--- src/sv/mtep_pkg.sv ---
// mtep_pkg: beat types, event kind codes and the chunk tag table for the
// midi track event parser. No dependencies.
`timescale 1ns / 1ps
`default_nettype none

package mtep_pkg;

    typedef struct packed {
        logic [7:0] data_byte;
        logic       start_track;
    } trk_beat_t;

    typedef struct packed {
        logic [1:0]  event_kind;
        logic [3:0]  channel;
        logic [6:0]  note_key;
        logic [6:0]  velocity;
        logic [23:0] tempo_micros;
        logic [31:0] event_tick;
    } evt_beat_t;

    localparam logic [1:0] KIND_NOTE_OFF  = 2'd0;
    localparam logic [1:0] KIND_NOTE_ON   = 2'd1;
    localparam logic [1:0] KIND_SET_TEMPO = 2'd2;
    localparam logic [1:0] KIND_END_TRACK = 2'd3;

    // config register indexes
    localparam logic REG_HEADER_AFTER_END = 1'b0;

    // "MTrk" chunk tag
    function automatic logic [7:0] tag_byte(input logic [1:0] idx);
        logic [7:0] val;
        unique case (idx)
            2'd0: val = 8'h4D;
            2'd1: val = 8'h54;
            2'd2: val = 8'h72;
            default: val = 8'h6B;
        endcase
        return val;
    endfunction

endpackage

`default_nettype wire

--- src/sv/mtep_core.sv ---
// mtep_core: parser state registers and the per-byte next-state and event logic.
// Depends on mtep_pkg.
`timescale 1ns / 1ps
`default_nettype none

module mtep_core #(
    parameter int MAX_VARLEN_BYTES = 4
) (
    input  wire logic               clk,
    input  wire logic               rst_n,
    input  wire logic               step,
    input  wire mtep_pkg::trk_beat_t beat,
    input  wire logic               header_after_end,
    output logic                    res_valid,
    output mtep_pkg::evt_beat_t     res
);

    localparam int VLW = 7 * MAX_VARLEN_BYTES;
    localparam logic [2:0] VL_MAX = 3'(MAX_VARLEN_BYTES);

    localparam logic [3:0] PH_HDR_TAG   = 4'd0;
    localparam logic [3:0] PH_HDR_LEN   = 4'd1;
    localparam logic [3:0] PH_DELTA     = 4'd2;
    localparam logic [3:0] PH_STATUS    = 4'd3;
    localparam logic [3:0] PH_CHDATA    = 4'd4;
    localparam logic [3:0] PH_META_TYPE = 4'd5;
    localparam logic [3:0] PH_META_LEN  = 4'd6;
    localparam logic [3:0] PH_META_BODY = 4'd7;
    localparam logic [3:0] PH_SYSEX     = 4'd8;
    localparam logic [3:0] PH_SKIP      = 4'd9;
    localparam logic [3:0] PH_STOPPED   = 4'd10;

    localparam logic [7:0] ST_META   = 8'hFF;
    localparam logic [7:0] ST_SYSEX  = 8'hF0;
    localparam logic [7:0] ST_EOX    = 8'hF7;
    localparam logic [7:0] ST_SONG_P = 8'hF2;
    localparam logic [7:0] ST_SONG_S = 8'hF3;
    localparam logic [7:0] META_EOT  = 8'h2F;
    localparam logic [7:0] META_TMP  = 8'h51;
    localparam logic [3:0] CH_NOFF   = 4'h8;
    localparam logic [3:0] CH_NON    = 4'h9;
    localparam logic [3:0] CH_PROG   = 4'hC;
    localparam logic [3:0] CH_PRESS  = 4'hD;

    logic [3:0]     phase_reg, phase_next;
    logic [7:0]     rs_reg, rs_next;
    logic [2:0]     cnt_reg, cnt_next;
    logic [VLW-1:0] vl_reg, vl_next;
    logic [VLW-1:0] skip_reg, skip_next;
    logic [31:0]    tick_reg, tick_next;
    logic [7:0]     meta_reg, meta_next;
    logic [6:0]     first_reg, first_next;
    logic [23:0]    tempo_reg, tempo_next;

    logic [7:0]     b;
    logic [6:0]     d;
    logic [VLW-1:0] vl_base, vl_acc;
    logic [2:0]     cnt_base, vl_cnt;
    logic           vl_done;
    logic           fin;
    logic           chd;
    logic [2:0]     chd_cnt;
    logic [3:0]     ch_type;
    logic           two_data;

    always_comb
    begin
        b = beat.data_byte;
        d = beat.data_byte[6:0];

        phase_next = phase_reg;
        rs_next    = rs_reg;
        cnt_next   = cnt_reg;
        vl_next    = vl_reg;
        skip_next  = skip_reg;
        tick_next  = tick_reg;
        meta_next  = meta_reg;
        first_next = first_reg;
        tempo_next = tempo_reg;
        fin        = 1'b0;
        chd        = 1'b0;
        chd_cnt    = cnt_reg;
        res_valid  = 1'b0;
        res        = '0;

        if (beat.start_track)
        begin
            phase_next = PH_HDR_TAG;
            cnt_next   = 3'd0;
            tick_next  = 32'd0;
            rs_next    = 8'd0;
        end

        // varlen shift; a header mismatch restarts the quantity from zero
        if (phase_next == PH_HDR_TAG)
        begin
            vl_base  = '0;
            cnt_base = 3'd0;
        end
        else
        begin
            vl_base  = vl_reg;
            cnt_base = cnt_next;
        end
        vl_acc  = (vl_base << 7) | VLW'(d);
        vl_cnt  = cnt_base + 3'd1;
        vl_done = !b[7] || (vl_cnt >= VL_MAX);

        ch_type  = rs_next[7:4];
        two_data = !(ch_type == CH_PROG || ch_type == CH_PRESS);

        unique case (phase_next)
            PH_HDR_TAG:
            begin
                if (cnt_next < 3'd4 && b == mtep_pkg::tag_byte(cnt_next[1:0]))
                begin
                    if (cnt_next == 3'd3)
                    begin
                        cnt_next   = 3'd0;
                        phase_next = PH_HDR_LEN;
                    end
                    else
                    begin
                        cnt_next = cnt_next + 3'd1;
                    end
                end
                else
                begin
                    phase_next = PH_DELTA;
                    vl_next    = vl_acc;
                    cnt_next   = vl_cnt;
                    if (vl_done)
                    begin
                        tick_next  = tick_next + 32'(vl_acc);
                        phase_next = PH_STATUS;
                    end
                end
            end
            PH_HDR_LEN:
            begin
                cnt_next = cnt_next + 3'd1;
                if (cnt_next >= 3'd4)
                begin
                    phase_next = PH_DELTA;
                    cnt_next   = 3'd0;
                    vl_next    = '0;
                end
            end
            PH_DELTA:
            begin
                vl_next  = vl_acc;
                cnt_next = vl_cnt;
                if (vl_done)
                begin
                    tick_next  = tick_next + 32'(vl_acc);
                    phase_next = PH_STATUS;
                end
            end
            PH_STATUS:
            begin
                if (!b[7])
                begin
                    chd     = 1'b1;
                    chd_cnt = 3'd0;
                end
                else if (b < ST_SYSEX)
                begin
                    rs_next    = b;
                    cnt_next   = 3'd0;
                    phase_next = PH_CHDATA;
                end
                else
                begin
                    rs_next = 8'd0;
                    priority if (b == ST_META)
                    begin
                        phase_next = PH_META_TYPE;
                    end
                    else if (b == ST_SYSEX)
                    begin
                        phase_next = PH_SYSEX;
                    end
                    else if (b == ST_SONG_P || b == ST_SONG_S)
                    begin
                        skip_next  = (b == ST_SONG_P) ? VLW'(2) : VLW'(1);
                        phase_next = PH_SKIP;
                    end
                    else
                    begin
                        phase_next = PH_DELTA;
                        cnt_next   = 3'd0;
                        vl_next    = '0;
                    end
                end
            end
            PH_CHDATA:
            begin
                chd     = 1'b1;
                chd_cnt = cnt_next;
            end
            PH_META_TYPE:
            begin
                meta_next  = b;
                cnt_next   = 3'd0;
                vl_next    = '0;
                phase_next = PH_META_LEN;
            end
            PH_META_LEN:
            begin
                vl_next  = vl_acc;
                cnt_next = vl_cnt;
                if (vl_done)
                begin
                    skip_next  = vl_acc;
                    cnt_next   = 3'd0;
                    tempo_next = 24'd0;
                    if (vl_acc == '0)
                        fin = 1'b1;
                    else
                        phase_next = PH_META_BODY;
                end
            end
            PH_META_BODY:
            begin
                if (meta_next == META_TMP && cnt_next < 3'd3)
                begin
                    tempo_next = {tempo_next[15:0], b};
                    cnt_next   = cnt_next + 3'd1;
                end
                skip_next = skip_next - VLW'(1);
                if (skip_next == '0)
                    fin = 1'b1;
            end
            PH_SYSEX:
            begin
                if (b == ST_EOX)
                begin
                    phase_next = PH_DELTA;
                    cnt_next   = 3'd0;
                    vl_next    = '0;
                end
            end
            PH_SKIP:
            begin
                if (skip_next <= VLW'(1))
                begin
                    phase_next = PH_DELTA;
                    cnt_next   = 3'd0;
                    vl_next    = '0;
                end
                else
                begin
                    skip_next = skip_next - VLW'(1);
                end
            end
            default:
            begin
                phase_next = PH_STOPPED;
            end
        endcase

        // one data byte of a channel message
        if (chd)
        begin
            if (chd_cnt == 3'd0 && two_data)
            begin
                first_next = d;
                cnt_next   = 3'd1;
                phase_next = PH_CHDATA;
            end
            else
            begin
                phase_next = PH_DELTA;
                cnt_next   = 3'd0;
                vl_next    = '0;
                if (ch_type == CH_NOFF || ch_type == CH_NON)
                begin
                    res_valid      = 1'b1;
                    res.event_kind = (ch_type == CH_NON) ? mtep_pkg::KIND_NOTE_ON
                                                         : mtep_pkg::KIND_NOTE_OFF;
                    res.channel    = rs_next[3:0];
                    res.note_key   = first_reg;
                    res.velocity   = d;
                end
            end
        end

        // end of a meta event body
        if (fin)
        begin
            if (meta_next == META_EOT)
            begin
                res_valid      = 1'b1;
                res.event_kind = mtep_pkg::KIND_END_TRACK;
                rs_next        = 8'd0;
                cnt_next       = 3'd0;
                phase_next     = header_after_end ? PH_HDR_TAG : PH_STOPPED;
            end
            else
            begin
                phase_next = PH_DELTA;
                cnt_next   = 3'd0;
                vl_next    = '0;
                if (meta_next == META_TMP)
                begin
                    res_valid        = 1'b1;
                    res.event_kind   = mtep_pkg::KIND_SET_TEMPO;
                    res.tempo_micros = tempo_next;
                end
            end
        end

        res.event_tick = tick_next;
    end

    always_ff @(posedge clk or negedge rst_n)
    begin
        if (!rst_n)
        begin
            phase_reg <= PH_HDR_TAG;
            rs_reg    <= 8'd0;
            cnt_reg   <= 3'd0;
            vl_reg    <= '0;
            skip_reg  <= '0;
            tick_reg  <= 32'd0;
            meta_reg  <= 8'd0;
            first_reg <= 7'd0;
            tempo_reg <= 24'd0;
        end
        else if (step)
        begin
            phase_reg <= phase_next;
            rs_reg    <= rs_next;
            cnt_reg   <= cnt_next;
            vl_reg    <= vl_next;
            skip_reg  <= skip_next;
            tick_reg  <= tick_next;
            meta_reg  <= meta_next;
            first_reg <= first_next;
            tempo_reg <= tempo_next;
        end
    end

endmodule

`default_nettype wire

--- src/sv/mtep_out_buf.sv ---
// mtep_out_buf: two-entry result buffer that registers the event channel.
// Depends on mtep_pkg.
`timescale 1ns / 1ps
`default_nettype none

module mtep_out_buf (
    input  wire logic                clk,
    input  wire logic                rst_n,
    input  wire logic                push,
    input  wire mtep_pkg::evt_beat_t push_data,
    output logic                     has_room,
    output logic                     evt_valid,
    input  wire logic                evt_stall,
    output mtep_pkg::evt_beat_t      evt_beat
);

    mtep_pkg::evt_beat_t slot_reg [2];
    logic       wr_ptr_reg, wr_ptr_next;
    logic       rd_ptr_reg, rd_ptr_next;
    logic [1:0] count_reg, count_next;
    logic       pop;

    assign evt_valid = (count_reg != 2'd0);
    assign evt_beat  = slot_reg[rd_ptr_reg];
    assign has_room  = (count_reg != 2'd2);
    assign pop       = evt_valid && !evt_stall;

    always_comb
    begin
        wr_ptr_next = push ? !wr_ptr_reg : wr_ptr_reg;
        rd_ptr_next = pop ? !rd_ptr_reg : rd_ptr_reg;
        count_next  = count_reg + {1'b0, push} - {1'b0, pop};
    end

    always_ff @(posedge clk or negedge rst_n)
    begin
        if (!rst_n)
        begin
            wr_ptr_reg <= 1'b0;
            rd_ptr_reg <= 1'b0;
            count_reg  <= 2'd0;
        end
        else
        begin
            wr_ptr_reg <= wr_ptr_next;
            rd_ptr_reg <= rd_ptr_next;
            count_reg  <= count_next;
        end
    end

    always_ff @(posedge clk)
    begin
        if (push)
            slot_reg[wr_ptr_reg] <= push_data;
    end

endmodule

`default_nettype wire

--- src/sv/midi_track_event_parser.sv ---
// midi_track_event_parser: top level with input register, config register,
// parser core and result buffer. Depends on mtep_pkg, mtep_core, mtep_out_buf.
//
//   channel   direction  handshake              payload
//   trk       in         trk_valid / trk_stall  trk_beat  (one track byte)
//   evt       out        evt_valid / evt_stall  evt_beat  (one parsed event)
//   config    in         apb psel/penable       header_after_end at 0x0
//
// one byte is taken every cycle unless trk_stall is high; after its byte is
// accepted an event passes the input register, then the result buffer
// the per-byte phase update in mtep_core sets the cycle budget
// trk_stall rises only while the two-entry result buffer is full
// reset leaves the parser waiting for a chunk header, header_after_end = 1
`timescale 1ns / 1ps
`default_nettype none

module midi_track_event_parser #(
    parameter int MAX_VARLEN_BYTES = 4
) (
    input  wire logic                clk,
    input  wire logic                rst_n,
    input  wire logic                trk_valid,
    output logic                     trk_stall,
    input  wire mtep_pkg::trk_beat_t trk_beat,
    output logic                     evt_valid,
    input  wire logic                evt_stall,
    output mtep_pkg::evt_beat_t      evt_beat,
    input  wire logic                psel,
    input  wire logic                penable,
    input  wire logic                pwrite,
    input  wire logic [2:0]          paddr,
    input  wire logic [31:0]         pwdata,
    output logic [31:0]              prdata,
    output logic                     pready
);

    logic                hae_reg;
    logic                in_valid_reg, in_valid_next;
    mtep_pkg::trk_beat_t in_beat_reg;
    logic                has_room;
    logic                step;
    logic                take;
    logic                res_valid;
    mtep_pkg::evt_beat_t res;

    assign pready = 1'b1;
    assign prdata = (paddr[2] == mtep_pkg::REG_HEADER_AFTER_END) ? {31'd0, hae_reg} : 32'd0;

    always_ff @(posedge clk or negedge rst_n)
    begin
        if (!rst_n)
            hae_reg <= 1'b1;
        else if (psel && penable && pwrite && paddr[2] == mtep_pkg::REG_HEADER_AFTER_END)
            hae_reg <= pwdata[0];
    end

    // the held beat moves into the core whenever the result buffer has room
    assign step      = in_valid_reg && has_room;
    assign trk_stall = in_valid_reg && !has_room;
    assign take      = trk_valid && !trk_stall;

    always_comb
    begin
        in_valid_next = take || (in_valid_reg && !step);
    end

    always_ff @(posedge clk or negedge rst_n)
    begin
        if (!rst_n)
            in_valid_reg <= 1'b0;
        else
            in_valid_reg <= in_valid_next;
    end

    always_ff @(posedge clk)
    begin
        if (take)
            in_beat_reg <= trk_beat;
    end

    mtep_core #(
        .MAX_VARLEN_BYTES (MAX_VARLEN_BYTES)
    ) u_core (
        .clk              (clk),
        .rst_n            (rst_n),
        .step             (step),
        .beat             (in_beat_reg),
        .header_after_end (hae_reg),
        .res_valid        (res_valid),
        .res              (res)
    );

    mtep_out_buf u_out_buf (
        .clk       (clk),
        .rst_n     (rst_n),
        .push      (step && res_valid),
        .push_data (res),
        .has_room  (has_room),
        .evt_valid (evt_valid),
        .evt_stall (evt_stall),
        .evt_beat  (evt_beat)
    );

endmodule

`default_nettype wire

--- config.mk ---
export PLATFORM = sky130hd
export DESIGN_NAME = midi_track_event_parser
export DESIGN_NICKNAME = d
export VERILOG_FILES = /design/src/sv/mtep_pkg.sv /design/src/sv/mtep_core.sv /design/src/sv/mtep_out_buf.sv /design/src/sv/midi_track_event_parser.sv
export SDC_FILE = /design/constraint.sdc
export NUM_CORES = 1
export LEC_CHECK = 0
export ABC_AREA = 1
export BUFFER_PORTS_ARGS = -buffer_cell sky130_fd_sc_hd__buf_2
export CAP_MARGIN = 10
export CORE_UTILIZATION = 30
export DETAILED_ROUTE_END_ITERATION = 16
export GPL_ROUTABILITY_DRIVEN = 0
export GPL_TIMING_DRIVEN = 1
export PLACE_DENSITY = 0.55
export SYNTH_ARGS = -nofsm -noshare
export SYNTH_HDL_FRONTEND = slang
export SYNTH_HIERARCHICAL = 1
export SYNTH_SLANG_ARGS = --single-unit
--- constraint.sdc ---
create_clock -name clk -period 8.5 [get_ports clk]
set_input_delay 1.7 -clock clk [delete_from_list [all_inputs] [get_ports clk]]
set_output_delay 1.7 -clock clk [all_outputs]
set_load 0.03 [all_outputs]
==> parameters.txt <==
Parameter                              Value

Outcome
  Result of the run    completed

Floorplan
  Effective utilization at floorplan    0.305
  Die outline width    245 um
  Overall die area    0.0598 mm2
  Std-Cell Core Area    0.0579 mm2
  Die Height    245 um
  Number of core rows    88
  Number of top-level design ports    162

Yosys
  Post-synthesis instance area    0.0177 mm2
  Sequential share of the synthesized area    0.474
  Mean instance size in the synthesized netlist    7.68 um2
  Post-synth ARST share    0.467
  Flip-flop and latch count after synthesis    302
  Number of unique standard cell types used by synthesis    58
  Yosys warning count    6
  Number of synthesized flops with an enable pin    161
  Synth Instances    2,300
  Commonest register cell after synthesis    edfxtp_1

Critical path
  Nature of the critical path endpoint    flop
  Max Fanout on Critical Path    49
  Type of origin of the critical path    flop
  Required time of the critical path    8.65 ns
  Critical Setup Path Class    flop to flop
  Critical Path AT    5.20 ns

Drt
  Via count of the routed design    15.3k
  Remaining routing DRC violations    0
  WL/cell    16.1 um
  Detailed-router iteration count before antenna repair    6
  Overall routed net length    50.9 mm
  Post-route antenna net violation count    0
  Iter 0 DRT Violations    1,211
  Mean number of vias per cell    4.85

GRT
  Total GRT Usage    0.170
  Number of antenna violations at the first check in global routing    0
  Via count of the first global-routing pass    14.4k
  First-pass GRT wire length    81.5 mm
  Largest net degree at the start of global routing    90
  Overall overflow remaining after global route    0

STA
  Share of the clock period used by the worst path after layout    0.594
  Least setup slack across all paths after layout    3.45 ns
  Setup repair after global routing missed its margin    no
  Worst clock skew    0.0174 ns
  Slew Limit Fails    0
  Worst slew margin relative to its limit    0.273
  Count of endpoints failing hold in the final timing report    0
  F_max    198 MHz
  Minimum period implied by the final worst setup slack    5.05 ns
  Setup TNS    0 ns
  Setup violations, final    0
  Worst Max-Slew Pin Slew    1.09 ns

Placed design
  Minimum setup slack after placement    3.45 ns
  Count of input and output buffers    96
  Half-perimeter wire length after placement    36.5 mm

Power
  Peak supply drop    130 uV
  Power, Total    0.00547 W
  Pwr/cell area    276 mW/mm2
  Leakage power figure    9.36 nW

Clock tree
  Cts repair resizes    0
  Post-cts hold buffer count    0
  Clock sink total    302
  Total CTS buffers    34
  Clock-pin transition on the worst setup and hold timing paths    0.06 ns
  Post-CTS setup buffer count    0
  Level count of the clock H-tree    2
  Clock Root Buffer    clkbuf_16
  Clock latency of the later-clocked register in the worst-skew pair    0.53 ns
  TritonCTS clock tree    built
  Clk buf depth    3

Layout
  Area growth from synthesis to layout    12.3%
  Final layout net count    2,446
  Layout cells sized above 1    0.0937
  Antenna diode count    0
  Max FFs per register    152

Job
  Total of max-cap violations    0

Hold path
  Path type of the worst min-delay path    flop to flop
[stage by stage]
step                cells  hold WS [ns]  area, um2   util
finish               3156         0.479      19800  0.342
global route         3156         0.497      19800  0.342
CTS                  3156         0.483      19800  0.342
detailed placement   3094         0.465      18700  0.323
global placement     3094         0.465      18700  0.323
floorplan            2330         0.449      17800      -
[synthesized netlist by cell type, drive strengths merged (2+ instances only)]
| cell type | n | area, um2 |
|---|---|---|
| nand2 | 797 | 3030 |
| inv | 281 | 1060 |
| nor2 | 221 | 867 |
| o21ai | 165 | 833 |
| edfxtp | 161 | 4830 |
| nand3 | 146 | 751 |
| dfrtp | 140 | 3500 |
| buf | 78 | 517 |
| a21oi | 43 | 219 |
| clkbuf | 34 | 128 |
| nand4 | 34 | 213 |
| o22ai | 33 | 206 |
| ha | 29 | 363 |
| nor3 | 27 | 173 |
| xor2 | 25 | 219 |
| a22oi | 20 | 150 |
| xnor2 | 10 | 87.6 |
| a211oi | 7 | 52.6 |
| o211ai | 7 | 52.6 |
| o31ai | 6 | 50.1 |
| a22o | 4 | 35.0 |
| nor4 | 4 | 46.3 |
| a21boi | 3 | 22.5 |
| and3 | 3 | 18.8 |
| o21bai | 3 | 22.5 |
| a21o | 2 | 15.0 |
| a31oi | 2 | 12.5 |
| conb | 2 | 7.51 |
| o2111ai | 2 | 17.5 |
[cells in the final DEF (no fill, tap or decap), types with 5 or more instances in the layout]
master	n
a22oi_1	20
xor2_1	25
nand2_1	786
buf_4	15
o211ai_1	7
o31ai_1	5
inv_2	18
edfxtp_1	161
ha_1	29
inv_1	261
nor3_1	22
nand3_1	142
nor2_2	6
conb_1	32
buf_2	95
o21ai_0	143
xnor2_1	10
nor2_1	211
a211oi_1	7
nand2_2	8
o21ai_1	20
clkbuf_16	35
clkbuf_1	9
o22ai_1	33
clkinv_2	5
dfrtp_1	139
a21oi_1	42
nand4_1	34
[layer usage]
| metal | vias up | wire length, um | track usage |
|---|---|---|---|
| li1 | 7538 | - | - |
| met1 | 7267 | 22900 | 0.230 |
| met2 | 410 | 24200 | 0.286 |
| met3 | 78 | 2480 | 0.0191 |
| met4 | 0 | 1310 | 0.0511 |
| met5 | - | 0 | 0 |
[final timing paths]
path,from,endpoint,slack [ns],cells past startpoint
max,in_beat_reg[0],u_out_buf/slot_reg[0][28],3.45,19
min,u_core/tick_reg[19],u_core/tick_reg[19],0.48,2
max reg2reg,in_beat_reg[0],u_out_buf/slot_reg[0][28],3.45,19
min reg2reg,u_core/tick_reg[19],u_core/tick_reg[19],0.48,2
max in group asynchronous,rst_n,u_out_buf/rd_ptr_reg,5.88,2
min in group asynchronous,rst_n,u_core/tick_reg[26],1.24,1
[layout make-up]
class                   instances  area (um2)
clock buffers                  46         937
repair buffers                111         599
multi-input cells            1634        7700
well taps                     765         957
inverters                     282        1060
clock inverters                16         191
fillers                      6109       38100
flip-flops and latches        302        8370
[report_power, final]
part / switching [W] / internal, W / total (W) / leakage, nW
registers: 0.000125 / 0.00173 / 0.00185 / 3.62
logic: 0.00159 / 0.000549 / 0.00214 / 5.19
clock network: 0.000607 / 0.000876 / 0.00148 / 0.545
total: 0.00232 / 0.00315 / 0.00547 / 9.36
[logic make-up after synthesis]
kind of cell	Yosys count	synth area share
simple gates	1236	0.291
buf+inv	394	0.0966
flops	302	0.474
compound gates	301	0.0988
xor+xnor	35	0.0174
fa+ha+maj	30	0.0217
other cells	2	0.000425
[critical path: stages (launching register included)]
cell and delay, ns:
edfxtp_1 0.41, inv_2 0.39, nand2_2 0.21, nand2_1 0.20
nor2_4 0.09, nor2_1 0.10, ha_1 0.17, xnor2_1 0.15
nor2_2 0.22, inv_2 0.57, nand3_1 0.14, nand2_1 0.21
nand2_1 0.16, nand3_1 0.11, inv_1 0.04, nor2_1 0.23
inv_1 0.11, nor2_4 0.08, buf_4 0.36, buf_4 0.61
Note: power is estimated with default switching activity, not from simulation.
